--- src/rtl/tmc_pkg.sv ---
`timescale 1ns / 1ps

package tmc_pkg;

  // command codes carried in s_axis_tuser
  localparam logic [1:0] CMD_TICK   = 2'd0;
  localparam logic [1:0] CMD_BUTTON = 2'd1;
  localparam logic [1:0] CMD_ROTARY = 2'd2;
  localparam logic [1:0] CMD_SAMPLE = 2'd3;

  // menu state codes
  localparam logic [1:0] MENU_LOW    = 2'd0;
  localparam logic [1:0] MENU_HIGH   = 2'd1;
  localparam logic [1:0] MENU_NORMAL = 2'd2;

  // register map, index taken from paddr[2]
  localparam logic REG_IDLE_TIMEOUT   = 1'b0;
  localparam logic REG_DISPLAY_OFFSET = 1'b1;
  localparam int unsigned AddrWidth   = 3;

  // reset values
  localparam logic [15:0] IdleTimeoutReset   = 16'd4000;
  localparam logic [6:0]  DisplayOffsetReset = 7'd20;
  localparam logic [7:0]  LowLevelReset      = 8'd24;
  localparam logic [7:0]  HighLevelReset     = 8'd25;

  // display symbols
  localparam logic [3:0] SYM_MINUS     = 4'd0;
  localparam logic [3:0] SYM_PLUS      = 4'd11;
  localparam logic [6:0] NORMAL_LIGHTS = 7'h7E;

  localparam int unsigned InDataWidth  = 16;
  localparam int unsigned OutDataWidth = 32;

  // seven segment patterns: minus, digits 0..9, plus
  function automatic logic [6:0] seg_pattern(input logic [3:0] sym);
    logic [6:0] pat;
    case (sym)
      4'd0:    pat = 7'h08;
      4'd1:    pat = 7'h7E;
      4'd2:    pat = 7'h30;
      4'd3:    pat = 7'h6D;
      4'd4:    pat = 7'h79;
      4'd5:    pat = 7'h33;
      4'd6:    pat = 7'h5B;
      4'd7:    pat = 7'h5F;
      4'd8:    pat = 7'h70;
      4'd9:    pat = 7'h7F;
      4'd10:   pat = 7'h7B;
      4'd11:   pat = 7'h40;
      default: pat = 7'h00;
    endcase
    return pat;
  endfunction

endpackage

--- src/rtl/thermostat_menu_controller_top.sv ---
`timescale 1ns / 1ps

// thermostat with setup menu
// slave stream: one event per request, kind in s_axis_tuser (tick, button,
//   rotary step, temperature sample), direction and sample in s_axis_tdata
// master stream: one result per event with relay, menu state, display
//   pattern and both thresholds, as they stand after the event
// apb port: idle timeout at 0x0, display offset at 0x4; the user keeps
//   writes only while no event is in flight, the block does not enforce it
// path: an accepted request goes into the input register, then into the state
//   registers, which also hold the result
// throughput: one event per clock cycle while the receiver takes each result,
//   set by the update of the state registers
// receiver stall: the pending result holds, one more event waits in the
//   input register, then s_axis_tready falls until the result is taken
// reset: menu in low setup, thresholds 24 and 25, relay off, display dark,
//   idle counter zero, timeout 4000, display offset 20
module thermostat_menu_controller_top
  import tmc_pkg::*;
(
  input  logic                    clk_i,
  input  logic                    rst_ni,
  // slave stream
  input  logic                    s_axis_tvalid,
  output logic                    s_axis_tready,
  input  logic [InDataWidth-1:0]  s_axis_tdata,  // step_up, temperature, zero pad
  input  logic [1:0]              s_axis_tuser,  // command
  // master stream
  output logic                    m_axis_tvalid,
  input  logic                    m_axis_tready,
  // relay_on, menu_state, segments, low_level, high_level, zero pad
  output logic [OutDataWidth-1:0] m_axis_tdata,
  // configuration
  input  logic                    psel,
  input  logic                    penable,
  input  logic                    pwrite,
  input  logic [AddrWidth-1:0]    paddr,
  input  logic [31:0]             pwdata,
  output logic [31:0]             prdata,
  output logic                    pready
);

  // configuration registers
  logic [15:0] idle_timeout_q;
  logic [6:0]  display_offset_q;
  logic        cfg_wr;

  assign pready = 1'b1;
  assign cfg_wr = psel && penable && pwrite;

  always_ff @(posedge clk_i or negedge rst_ni) begin
    if (!rst_ni) begin
      idle_timeout_q   <= IdleTimeoutReset;
      display_offset_q <= DisplayOffsetReset;
    end else if (cfg_wr) begin
      if (paddr[2] == REG_IDLE_TIMEOUT) begin
        idle_timeout_q <= pwdata[15:0];
      end else begin
        display_offset_q <= pwdata[6:0];
      end
    end
  end

  always_comb begin
    if (paddr[2] == REG_IDLE_TIMEOUT) begin
      prdata = {16'd0, idle_timeout_q};
    end else begin
      prdata = {25'd0, display_offset_q};
    end
  end

  // flow control
  logic       in_valid_q;
  logic [1:0] cmd_q;
  logic       step_up_q;
  logic [7:0] temp_q;
  logic       out_valid_q;
  logic       advance;
  logic       proc;

  assign advance       = !out_valid_q || m_axis_tready;
  assign proc          = in_valid_q && advance;
  assign s_axis_tready = !in_valid_q || advance;

  // input register
  always_ff @(posedge clk_i or negedge rst_ni) begin
    if (!rst_ni) begin
      in_valid_q <= 1'b0;
    end else if (s_axis_tready) begin
      in_valid_q <= s_axis_tvalid;
    end
  end

  always_ff @(posedge clk_i) begin
    if (s_axis_tready && s_axis_tvalid) begin
      cmd_q     <= s_axis_tuser;
      step_up_q <= s_axis_tdata[0];
      temp_q    <= s_axis_tdata[8:1];
    end
  end

  // state registers, which also form the result register
  logic [1:0]  menu_q, menu_d;
  logic [15:0] idle_q, idle_d;
  logic [7:0]  low_q, low_d;
  logic [7:0]  high_q, high_d;
  logic        relay_q, relay_d;
  logic [6:0]  seg_q, seg_d;

  logic        setup;
  logic [15:0] idle_inc;
  logic [7:0]  level_cur;
  logic [7:0]  level_new;
  logic [9:0]  temp_ext;
  logic [8:0]  sym_idx;
  logic [3:0]  sym;

  assign setup     = (menu_q != MENU_NORMAL);
  assign idle_inc  = (idle_q == 16'hFFFF) ? idle_q : idle_q + 16'd1;
  assign level_cur = (menu_q == MENU_HIGH) ? high_q : low_q;
  assign temp_ext  = {{2{temp_q[7]}}, temp_q};
  assign sym_idx   = {temp_q[7], temp_q} - {2'b00, display_offset_q};

  // rotary step with saturation at both ends
  always_comb begin
    level_new = level_cur;
    if (step_up_q) begin
      if (level_cur != 8'hFF) begin
        level_new = level_cur + 8'd1;
      end
    end else if (level_cur != 8'h00) begin
      level_new = level_cur - 8'd1;
    end
  end

  // sample symbol, index clamped to minus .. plus
  always_comb begin
    if ($signed(sym_idx) < $signed(9'sd0)) begin
      sym = SYM_MINUS;
    end else if ($signed(sym_idx) > $signed(9'sd10)) begin
      sym = SYM_PLUS;
    end else begin
      sym = sym_idx[3:0] + 4'd1;
    end
  end

  // event handling
  always_comb begin
    menu_d  = menu_q;
    idle_d  = idle_q;
    low_d   = low_q;
    high_d  = high_q;
    relay_d = relay_q;
    seg_d   = seg_q;
    case (cmd_q)
      CMD_BUTTON: begin
        idle_d = 16'd0;
        case (menu_q)
          MENU_LOW: begin
            menu_d = MENU_HIGH;
            seg_d  = seg_pattern(SYM_PLUS);
          end
          MENU_HIGH: begin
            menu_d = MENU_NORMAL;
            seg_d  = seg_q | NORMAL_LIGHTS;
          end
          default: begin
            menu_d = MENU_LOW;
            seg_d  = seg_pattern(SYM_MINUS);
          end
        endcase
      end
      CMD_TICK: begin
        if (setup) begin
          if (idle_inc > idle_timeout_q) begin
            menu_d = MENU_NORMAL;
            idle_d = 16'd0;
          end else begin
            idle_d = idle_inc;
          end
        end
      end
      CMD_ROTARY: begin
        if (setup) begin
          idle_d = 16'd0;
          if (menu_q == MENU_HIGH) begin
            high_d = level_new;
          end else begin
            low_d = level_new;
          end
        end
      end
      default: begin
        if (!setup) begin
          if ($signed(temp_ext) > $signed({2'b00, high_q})) begin
            relay_d = 1'b0;
          end else if ($signed(temp_ext) < $signed({2'b00, low_q})) begin
            relay_d = 1'b1;
          end
          seg_d = seg_pattern(sym);
        end
      end
    endcase
  end

  always_ff @(posedge clk_i or negedge rst_ni) begin
    if (!rst_ni) begin
      menu_q  <= MENU_LOW;
      idle_q  <= 16'd0;
      low_q   <= LowLevelReset;
      high_q  <= HighLevelReset;
      relay_q <= 1'b0;
      seg_q   <= 7'd0;
    end else if (proc) begin
      menu_q  <= menu_d;
      idle_q  <= idle_d;
      low_q   <= low_d;
      high_q  <= high_d;
      relay_q <= relay_d;
      seg_q   <= seg_d;
    end
  end

  // result valid flag
  always_ff @(posedge clk_i or negedge rst_ni) begin
    if (!rst_ni) begin
      out_valid_q <= 1'b0;
    end else if (proc) begin
      out_valid_q <= 1'b1;
    end else if (m_axis_tready) begin
      out_valid_q <= 1'b0;
    end
  end

  assign m_axis_tvalid = out_valid_q;
  assign m_axis_tdata  = {6'd0, high_q, low_q, seg_q, menu_q, relay_q};

  // idle counter only runs in a setup mode
  assert property (@(posedge clk_i) disable iff (!rst_ni)
    menu_q == MENU_NORMAL |-> idle_q == 16'd0)
    else $error("idle counter nonzero in normal mode");

  // relay moves only on a processed sample
  assert property (@(posedge clk_i) disable iff (!rst_ni)
    !$stable(relay_q) |-> $past(proc && cmd_q == CMD_SAMPLE))
    else $error("relay changed without a sample");

  // thresholds move only on a rotary step
  assert property (@(posedge clk_i) disable iff (!rst_ni)
    (!$stable(low_q) || !$stable(high_q)) |-> $past(proc && cmd_q == CMD_ROTARY))
    else $error("threshold changed without a rotary step");

  // a stalled input request is kept
  assert property (@(posedge clk_i) disable iff (!rst_ni)
    in_valid_q && !advance |=> in_valid_q)
    else $error("input request dropped");

endmodule
--- config.mk ---
export PLATFORM = sky130hd
export DESIGN_NAME = thermostat_menu_controller_top
export DESIGN_NICKNAME = d
export VERILOG_FILES = /design/src/rtl/tmc_pkg.sv /design/src/rtl/thermostat_menu_controller_top.sv
export SDC_FILE = /design/constraint.sdc
export NUM_CORES = 1
export LEC_CHECK = 0
export BUFFER_PORTS_ARGS = -buffer_cell sky130_fd_sc_hd__buf_2
export CAP_MARGIN = 0
export CORE_MARGIN = 10
export CORE_UTILIZATION = 56
export CTS_CLUSTER_SIZE = 14
export DETAILED_ROUTE_END_ITERATION = 8
export HOLD_SLACK_MARGIN = 0.06
export PLACE_DENSITY = 0.92
export REMOVE_ABC_BUFFERS = 1
export SLEW_MARGIN = 20
export SYNTH_ARGS = -nofsm -noshare
export SYNTH_HDL_FRONTEND = slang
export SYNTH_SLANG_ARGS = --single-unit
--- constraint.sdc ---
create_clock -name clk_i -period 5.1 [get_ports clk_i]
set_input_delay 0.51 -clock clk_i [delete_from_list [all_inputs] [get_ports clk_i]]
set_output_delay 0.51 -clock clk_i [all_outputs]
set_load 0.02 [all_outputs]
Word-level counts from Yosys, hierarchy flattened
Memories as Yosys holds them, arrays and structs flattened.
Index checks and enable logic that the tools add are counted.
Cells by class
  reduce and logical (&&, ||, !) cells: 26
  muxes and demuxes: 23
  $add $sub $neg: 5
  $lt $le $gt $ge: 5
  bitwise operators: 5
  eq/ne operators: 11
Operators by type and width (number)
  $mux 16: 5
  $pmux 16 s3: 1
  $mux 8: 4
  $pmux 7 s2: 2
  $reduce_and 4->1: 6
  $add 16x1->16 const B: 1
  $eq 16x16->1 const B: 1
  $gt 16x16->1: 1
  $ne 2x2->1 const B: 5
  $gt 8x9->1: 1
  $gt 9x5->1 const B: 1
  $lt 8x9->1: 1
  $lt 9x1->1 const B: 1
  $sub 8x8->9: 1
  $add 8x1->8 const B: 1
  $mux 4: 2
  $ne 8x8->1 const B: 1
  $pmux 2 s2: 2
  $reduce_bool 8->1: 1
  $sub 8x1->8 const B: 1
  $mux 7: 1
  $reduce_bool 2->1: 3
  $not 1->1: 5
  $add 4x1->4 const B: 1
  other kinds (14): 26
Storage, ports and cells
  ROM bits: 112
  input bits: 60
  output and inout bits: 67
  flip-flop bits (word level): 78
  memories: 1
  logic and storage cells: 90
Memory list
  (name not given): depth 16, width 7, rd ports 1, clocked after memory_dff 0, wr ports 0, RTL line tmc_pkg.sv:38  | case (sym)

Longest topological paths before layout
Gate-level depths: netlist of run 1.
An unclocked memory read counts as a cell.
  depth in word-level cells: 7
  gate-level depth with buffers: 17
  depth with buffers taken out: 16

Worst setup path after synthesis of run 1
No wires, ideal clock.
  path kind: register to register
  from: register idle_q[0]
  to: register idle_q[2]
  setup time: 77 ps
  stages on the path, launching flop included: 16
  arrival time: 3515 ps
  setup slack: 1508 ps
  cell sequence: dfrtp_1 -> ha_1 -> nand2_1 -> or4b_4 -> or2_1 -> buf_6 -> nand4_1 -> nor3_1 -> or2_1 -> ha_1 -> a2111oi_0 -> a31oi_1 -> o21ai_1 -> clkbuf_1 -> nand3b_1 -> a21oi_1
On the way
  cells in the longest elaborated chain, start to end: 6
  elaborated cells on any way between the ends: 7
  classes of those cells: 1 x add/sub; 1 x order compare; 1 x eq/ne; 4 x mux
Ends and longest elaborated chain
  start, declared: RTL line thermostat_menu_controller_top.sv:104  | logic [15:0] idle_q, idle_d;
  start signal, assigned: RTL line thermostat_menu_controller_top.sv:216  | idle_q <= idle_d;
  $add 16x1->16 or $eq 16x16->1 (tied branches): RTL line thermostat_menu_controller_top.sv:119  | assign idle_inc = (idle_q == 16'hFFFF) ? idle_q : idle_q + 16'd1;
  $mux 16 *: RTL line thermostat_menu_controller_top.sv:119
  $gt 16x16->1: RTL line thermostat_menu_controller_top.sv:175  | if (idle_inc > idle_timeout_q) begin
  $mux 16 *: RTL line thermostat_menu_controller_top.sv:175
  $mux 16 *: RTL line thermostat_menu_controller_top.sv:174  | if (setup) begin
  $pmux 16 s3 *: RTL line thermostat_menu_controller_top.sv:155  | case (cmd_q)
Mark *: on every way between the ends. The rest lies on a longest branch, timed or not. The select of a mux whose other input is x is not followed.
A chain may end at the register's enable or synchronous reset.

Worst setup path after layout of run 1
  from: register idle_q[0]
  to: register menu_q[1]
On the way
  cells in the longest elaborated chain, start to end: 5
  elaborated cells on any way between the ends: 6
  classes of those cells: 1 x add/sub; 1 x order compare; 2 x eq/ne; 1 x mux; 1 x reduce/logical
Ends and longest elaborated chain
  $add 16x1->16 or $eq 16x16->1 (tied branches): RTL line thermostat_menu_controller_top.sv:119
  $mux 16 *: RTL line thermostat_menu_controller_top.sv:119
  $gt 16x16->1 *: RTL line thermostat_menu_controller_top.sv:175
  $ne 2x2->1 (no source line) *
  $reduce_and 4->1 (no source line) *
  end signal, assigned: RTL line thermostat_menu_controller_top.sv:215  | menu_q <= menu_d;
  end, declared: RTL line thermostat_menu_controller_top.sv:103  | logic [1:0] menu_q, menu_d;
Mark *: on every way between the ends. The rest lies on a longest branch, timed or not.

==> results by group, run 1 <==
Run status
  – Outcome: complete, no violations

CTS
  – Post_cts resized: 0
  – Clock slew at the register clock pins of the worst setup and hold paths: 0.09 ns
  – Post-CTS Setup Repair Bufs: 0
  – CTS buffer count: 9
  – CTS Hold Bufs: 0
  – H-tree levels: 3
  – Clk buf depth: 2
  – Clock sinks: 78
  – Root Buffer Master: clkbuf_8
  – Clk_lat worst skew: 0.39 ns
  – CTS tree: yes

Finish
  – Finished Cell Area: 0.00655 mm^2
  – Leading cell type in the layout, fill and taps excluded: buf_2
  – Layout net count: 812
  – Layout cells sized above 1: 24.3%
  – Most frequent cells in the layout: buf_2, dfrtp_1, inv_1, ha_1, nor2_1
  – Synth-to-layout area growth: 10.9%

STA
  – Least-Margin Pin Slew: 0.874 ns
  – RSZ-0062 raised after global routing: false
  – Skew final: 0.0145 ns
  – Setup Viol. Count Final: 0
  – Final Max Tran Viols: 0
  – Fmax: 253 MHz
  – Crit share post-route: 77.6%
  – Minimum clock period: 3.96 ns
  – Fin Setup TNS: 0 ns
  – Slew HR: 41.4%
  – Final Hold Viols: 0

Logic synthesis
  – Seq cells post-synth: 78
  – Register area share after synthesis: 34.2%
  – Post-synthesis compound-gate area fraction: 18.1%
  – Largest area contributor in the netlist: dfrtp_1
  – Syn avg cell area: 9.34 um^2
  – Largest family of logic cells by synthesized area: compound AO/OA/AOI/OAI gates
  – Adder-cell share of the synthesized area: 10.5%
  – Simple-Gate Fraction of Synth Area: 16.7%
  – Main synth FF type: dfrtp_1
  – Synth cell types: 81
  – Syn Std Cell Area: 0.00591 mm^2
  – Mapped Cells: 633
  – Top post-synthesis cells by area: dfrtp_1, ha_1, mux2_2
  – FFs w/ async S/R, synth: 85.9%
  – Post-synthesis mux area share: 8.98%
  – Post-synth EDFFs: 11
  – Share of the synthesized area in the top cell type: 22.9%
  – Synth Area in XOR/XNOR: 3.39%
  – Yosys warning count: 0

GRT
  – Antenna violations before repair: 1
  – Largest net degree at the start of global routing: 68
  – Vias in the first global route: 5258
  – Global-route wire length before repair: 25600 um
  – Total Routing Usage GR: 21.0%
  – Overflow after GRT: 0

Floorplan
  – Io pins: 127
  – Die height: 123 um
  – FP Rows: 37
  – Full die area: 0.0151 mm^2
  – Initial Util: 57.2%
  – Core footprint: 0.0103 mm^2
  – Die width: 123 um

Routing
  – Max Used Layer: met4
  – Detail Route Antenna Nets: 0
  – Detailed Route WL: 15300 um
  – Drt first pass iters: 7
  – Routed wl met3: 1210 um
  – DRC errors left: 0
  – Via Count: 5075
  – Violation count after the first detailed-route iteration: 393
  – Drt via density: 6.00
  – Met1 Wirelength: 6130 um
  – DR WL/cell: 18.1 um
  – Met2 wire length: 7590 um

Worst setup path
  – WS Path Type: reg2reg
  – CP max FO: 23
  – Worst EP arrival: 4.22 ns
  – Startpoint Class: flop
  – Critical Path End Type: flop
  – Critical Path RT: 5.36 ns

Placement
  – Final Wtd Congestion: 1.02
  – Port bufs: 78
  – Detail Placement HPWL: 11800 um
  – Placement Cell Area: 0.00630 mm^2

Hold path
  – Worst hold-check path type: in2reg

Power
  – Worst VDD drop: 0.299 mV
  – LEAKAGE: 3.03 nW
  – Power Density: 460 mW/mm^2

Flow run
  – Max Cap Viol: 0
-- critical path: stages (launching register included) --
cell and delay, ns:
dfrtp_1 0.44, ha_1 0.25, nand2_1 0.11, or4b_4 0.55, or2_1 0.35, nand4_1 0.20
nor3_1 0.08, or2_1 0.23, ha_1 0.31, a2111oi_0 0.42, a31oi_1 0.15, o21ai_1 0.15
buf_4 0.29, a21boi_0 0.14, a2bb2oi_1 0.14
-- report_power, final --
group	internal, W	switching, W
logic	0.000582	0.000899
clock network	0.000322	0.000253
registers	0.000792	0.000164
total	0.00170	0.00132
-- sequential cells by signal, summed over array words and instances, names as in the netlist --
signal            cells
cmd_q                 2
display_offset_q      7
high_q                8
idle_q               16
idle_timeout_q       16
in_valid_q            1
low_q                 8
m_axis_tvalid         1
menu_q                2
relay_q               1
seg_q                 7
step_up_q             1
temp_q                8
-- cell families after synthesis --
group,count (synthesis)
mux,46
compound gates,155
xor+xnor,22
fa+ha+maj,49
buf+inv,94
other cells,2
simple gates,187
flops,78
-- cell usage after synthesis, types with 6 or more instances --
cell type,number
dfrtp_1,54
nand2b_1,9
a31oi_1,20
o21a_1,8
dfstp_2,13
xnor2_1,14
edfxtp_1,11
o211ai_1,12
buf_4,24
nand3_1,21
nor2b_1,7
nand4_1,10
nor2_1,46
inv_1,52
ha_1,47
clkbuf_1,9
a21oi_1,25
xor2_1,7
buf_2,7
nand2_1,40
mux2_2,39
and2_1,6
nor3_1,9
o21ai_0,31
a32o_1,8
a21o_1,11
-- layer usage --
layer  GRT usage (%)  up-vias
met1            24.0     2431
met5               0        -
met4            7.81        0
met3            5.46       31
met2            36.7      221
li1                -     2392
-- path summary, 6_finish.rpt --
check | cells past startpoint | to | slack [ns] | from
max | 14 | menu_q[1] | 1.14 | idle_q[0]
min | 1 | temp_q[6] | 0.29 | s_axis_tdata[7]
max reg2reg | 14 | menu_q[1] | 1.14 | idle_q[0]
min reg2reg | 1 | seg_q[5] | 0.50 | seg_q[5]
max in group asynchronous | 2 | low_q[1] | 4.23 | rst_ni
min in group asynchronous | 2 | idle_q[11] | 0.32 | rst_ni
-- metrics by stage --
step | worst slack [ns] | total power, W | utilization [%] | cells | hold slack (ns)
after global routing | 0.678 | 0.00321 | 63.4 | 845 | 0.288
after CTS | 1.19 | 0.00300 | 63.4 | 845 | 0.280
final | 1.14 | 0.00301 | 63.5 | 846 | 0.291
after floorplan | 1.03 | 0.00199 | - | 612 | 0.214
after detailed placement | 1.22 | 0.00242 | 61.1 | 829 | 0.486
after global placement | 1.30 | 0.00235 | 61.1 | 829 | 0.480
-- final cells by class --
| type | count | area, um^2 |
|---|---|---|
| multi-input cells | 482 | 3500 |
| flip-flops and latches | 78 | 2020 |
| clock inverters | 5 | 83.8 |
| inverters | 52 | 195 |
| diodes | 1 | 2.50 |
| clock buffers | 11 | 163 |
| fillers | 871 | 3770 |
| well taps | 136 | 170 |
| repair buffers | 81 | 413 |
(Power assumes the default switching activity.)
==> run 2, diff against run 1 <==
==> constraint.sdc (replaced) <==
create_clock -name clk_i -period 4.1 [get_ports clk_i]
set_input_delay 0.41 -clock clk_i [delete_from_list [all_inputs] [get_ports clk_i]]
set_output_delay 0.41 -clock clk_i [all_outputs]
set_load 0.02 [all_outputs]
==> run 2 against run 1 <==
- sequential power grew 24%
- combinational power grew 25%
- clock skew shrank 0.0010 ns
- total power grew 20%
- global-route usage shrank 1.1 points
- critical endpoint unchanged
- largest power group unchanged
- final cell count grew 0.12%
- clock power grew 1%
==> results by group, run 2 (same netlist as run 1, synthesis figures left out) <==
CTS
  – Clk_lat worst skew: 0.36 ns (was 0.39 ns)
  – Post_cts resized: 0 (unchanged)
  – CTS Hold Bufs: 0 (unchanged)
  – Clk buf depth: 2 (unchanged)
  – CTS buffer count: 9 (unchanged)
  – Clock slew at the register clock pins of the worst setup and hold paths: 0.08 ns (was 0.09 ns)
  – Clock sinks: 78 (unchanged)
  – CTS tree: yes (unchanged)
  – Root Buffer Master: clkbuf_8 (unchanged)
  – Post-CTS Setup Repair Bufs: 0 (unchanged)
  – H-tree levels: 3 (unchanged)

Power
  – Power Density: 554 mW/mm^2 (was 460 mW/mm^2)
  – Worst VDD drop: 0.323 mV (was 0.299 mV)
  – LEAKAGE: 3.02 nW (was 3.03 nW)

Routing
  – Detailed Route WL: 14900 um (was 15300 um)
  – Drt first pass iters: 5 (was 7)
  – Detail Route Antenna Nets: 0 (unchanged)
  – Drt via density: 6.01 (was 6.00)
  – Violation count after the first detailed-route iteration: 454 (was 393)
  – DRC errors left: 0 (unchanged)
  – DR WL/cell: 17.6 um (was 18.1 um)
  – Via Count: 5092 (was 5075)

Worst setup path
  – Slowest cell on crit path: or4b_4 (unchanged)
  – Critical path's largest stage delay: 0.54 ns (was 0.55 ns)
  – Worst Path Buf+Inv: 1 (unchanged)
  – Worst EP arrival: 4.01 ns (was 4.22 ns)
  – Critical R2R Launch: idle_q[0] (unchanged)
  – Critical Path RT: 4.34 ns (was 5.36 ns)
  – WS Path Type: reg2reg (unchanged)
  – R2R cell count: 14 (unchanged)
  – Setup slack, reg-to-reg: 0.33 ns (was 1.14 ns)
  – Critical path's top delay family: simple AND/OR/NAND/NOR gates (unchanged)
  – CP max FO: 23 (unchanged)
  – Reg-to-Reg End: menu_q[1] (unchanged)
  – Critical Path End Type: flop (unchanged)
  – Startpoint Class: flop (unchanged)
  – Critical Path, Cell by Cell: ha_1 > nand2_1 > or4b_4 > or2_1 > nand4_1 > nor3_1 > or2_1 > ha_1 > a2111oi_0 > a31oi_1 > o21ai_1 > buf_12 > a21boi_0 > a2bb2oi_1 (was ha_1 > nand2_1 > or4b_4 > or2_1 > nand4_1 > nor3_1 > or2_1 > ha_1 > a2111oi_0 > a31oi_1 > o21ai_1 > buf_4 > a21boi_0 > a2bb2oi_1)

Floorplan
  – Die width: 123 um (unchanged)
  – Io pins: 127 (unchanged)
  – Initial Util: 57.2% (unchanged)
  – Core footprint: 0.0103 mm^2 (unchanged)
  – FP Rows: 37 (unchanged)
  – Full die area: 0.0151 mm^2 (unchanged)
  – Die height: 123 um (unchanged)

GRT
  – Overflow after GRT: 0 (unchanged)
  – Vias in the first global route: 5042 (was 5258)
  – Global-route wire length before repair: 24400 um (was 25600 um)
  – Total Routing Usage GR: 19.9% (was 21.0%)
  – Antenna violations before repair: 1 (unchanged)
  – Largest net degree at the start of global routing: 38 (was 68)

Finish
  – Antenna Diode Count: 0 (was 1)
  – Finished Cell Area: 0.00652 mm^2 (was 0.00655 mm^2)
  – Final cell count without fillers: 847 (was 846)
  – Synth-to-layout area growth: 10.4% (was 10.9%)
  – Layout cells sized above 1: 24.2% (was 24.3%)
  – Most frequent cells in the layout: buf_2, dfrtp_1, inv_1, ha_1, nor2_1 (unchanged)
  – Layout net count: 814 (was 812)
  – Top flop regs: idle_q: 16 flops, idle_timeout_q: 16 flops (unchanged)
  – Leading cell type in the layout, fill and taps excluded: buf_2 (unchanged)

Flow run
  – Max Cap Viol: 0 (unchanged)

STA
  – Crit share post-route: 92.0% (was 77.6%)
  – Final Max Tran Viols: 0 (unchanged)
  – Slew HR: 43.9% (was 41.4%)
  – Minimum hold slack: 0.0919 ns (was 0.291 ns)
  – Least-Margin Pin Slew: 0.837 ns (was 0.874 ns)
  – Final Hold Viols: 0 (unchanged)
  – Fmax: 265 MHz (was 253 MHz)
  – RSZ-0062 raised after global routing: false (unchanged)
  – Skew final: 0.0135 ns (was 0.0145 ns)
  – Fin Setup TNS: 0 ns (unchanged)
  – Setup Viol. Count Final: 0 (unchanged)
  – Minimum clock period: 3.77 ns (was 3.96 ns)

Placement
  – Post-Place Cells: 831 (was 829)
  – Placement Cell Area: 0.00633 mm^2 (was 0.00630 mm^2)
  – Detail Placement HPWL: 11800 um (about the same)
  – Final Wtd Congestion: 1.03 (was 1.02)
  – Port bufs: 78 (unchanged)

Run status
  – Outcome: complete, no violations (unchanged)

Hold path
  – Worst hold-check path type: in2async (was in2reg)
run 2: power breakdown:
group          switching, W  leakage [nW]  total, W  internal [W]
sequential         0.000201         0.924   0.00119      0.000985
combinational       0.00112          2.00   0.00185      0.000726
clock              0.000286        0.0964  0.000583      0.000296
run 2: worst register-to-register path, cell delays in order, from the launching register on:
cell and delay, ns:
dfrtp_1 0.42, ha_1 0.24, nand2_1 0.11, or4b_4 0.54, or2_1 0.24, nand4_1 0.16, nor3_1 0.08, or2_1 0.21
ha_1 0.32, a2111oi_0 0.45, a31oi_1 0.16, o21ai_1 0.26, buf_12 0.20, a21boi_0 0.13, a2bb2oi_1 0.14
run 2: worst max-delay path by stage:
stage	startpoint	to	slack (ns)	cells after the start
after floorplan	idle_q[0]	menu_q[1]	0.03	13
after global placement	idle_q[0]	menu_q[1]	0.45	14
after detailed placement	idle_q[0]	menu_q[1]	0.37	14
after CTS	idle_q[0]	idle_q[0]	0.38	14
after global routing	temp_q[0]	seg_q[3]	0.01	15
final	idle_q[0]	menu_q[1]	0.33	14
run 2: through the flow:
step                setup WS, ns  power, W  util (%)
global route              0.0103   0.00387      63.2
finish                     0.329   0.00362      63.2
detailed placement         0.374   0.00302      61.3
global placement           0.449   0.00292      61.3
CTS                        0.383   0.00361      63.2
floorplan                 0.0277   0.00248         -
run 2: metal layers:
| metal | GRT usage, % | wire (um) | vias up |
|---|---|---|---|
| met5 | 0 | 0 | - |
| met4 | 6.26 | 289 | 0 |
| met3 | 5.33 | 1270 | 30 |
| met2 | 33.8 | 7270 | 209 |
| met1 | 24.0 | 6080 | 2454 |
| li1 | - | - | 2399 |
run 2: area by class of cell:
class	instances	area, um^2
clock inverter	4	47.5
multi-input combinational	482	3500
fill	837	3800
inverter	52	195
clock buffer	12	145
sequential	78	2020
tap	136	170
timing repair buffer	83	440
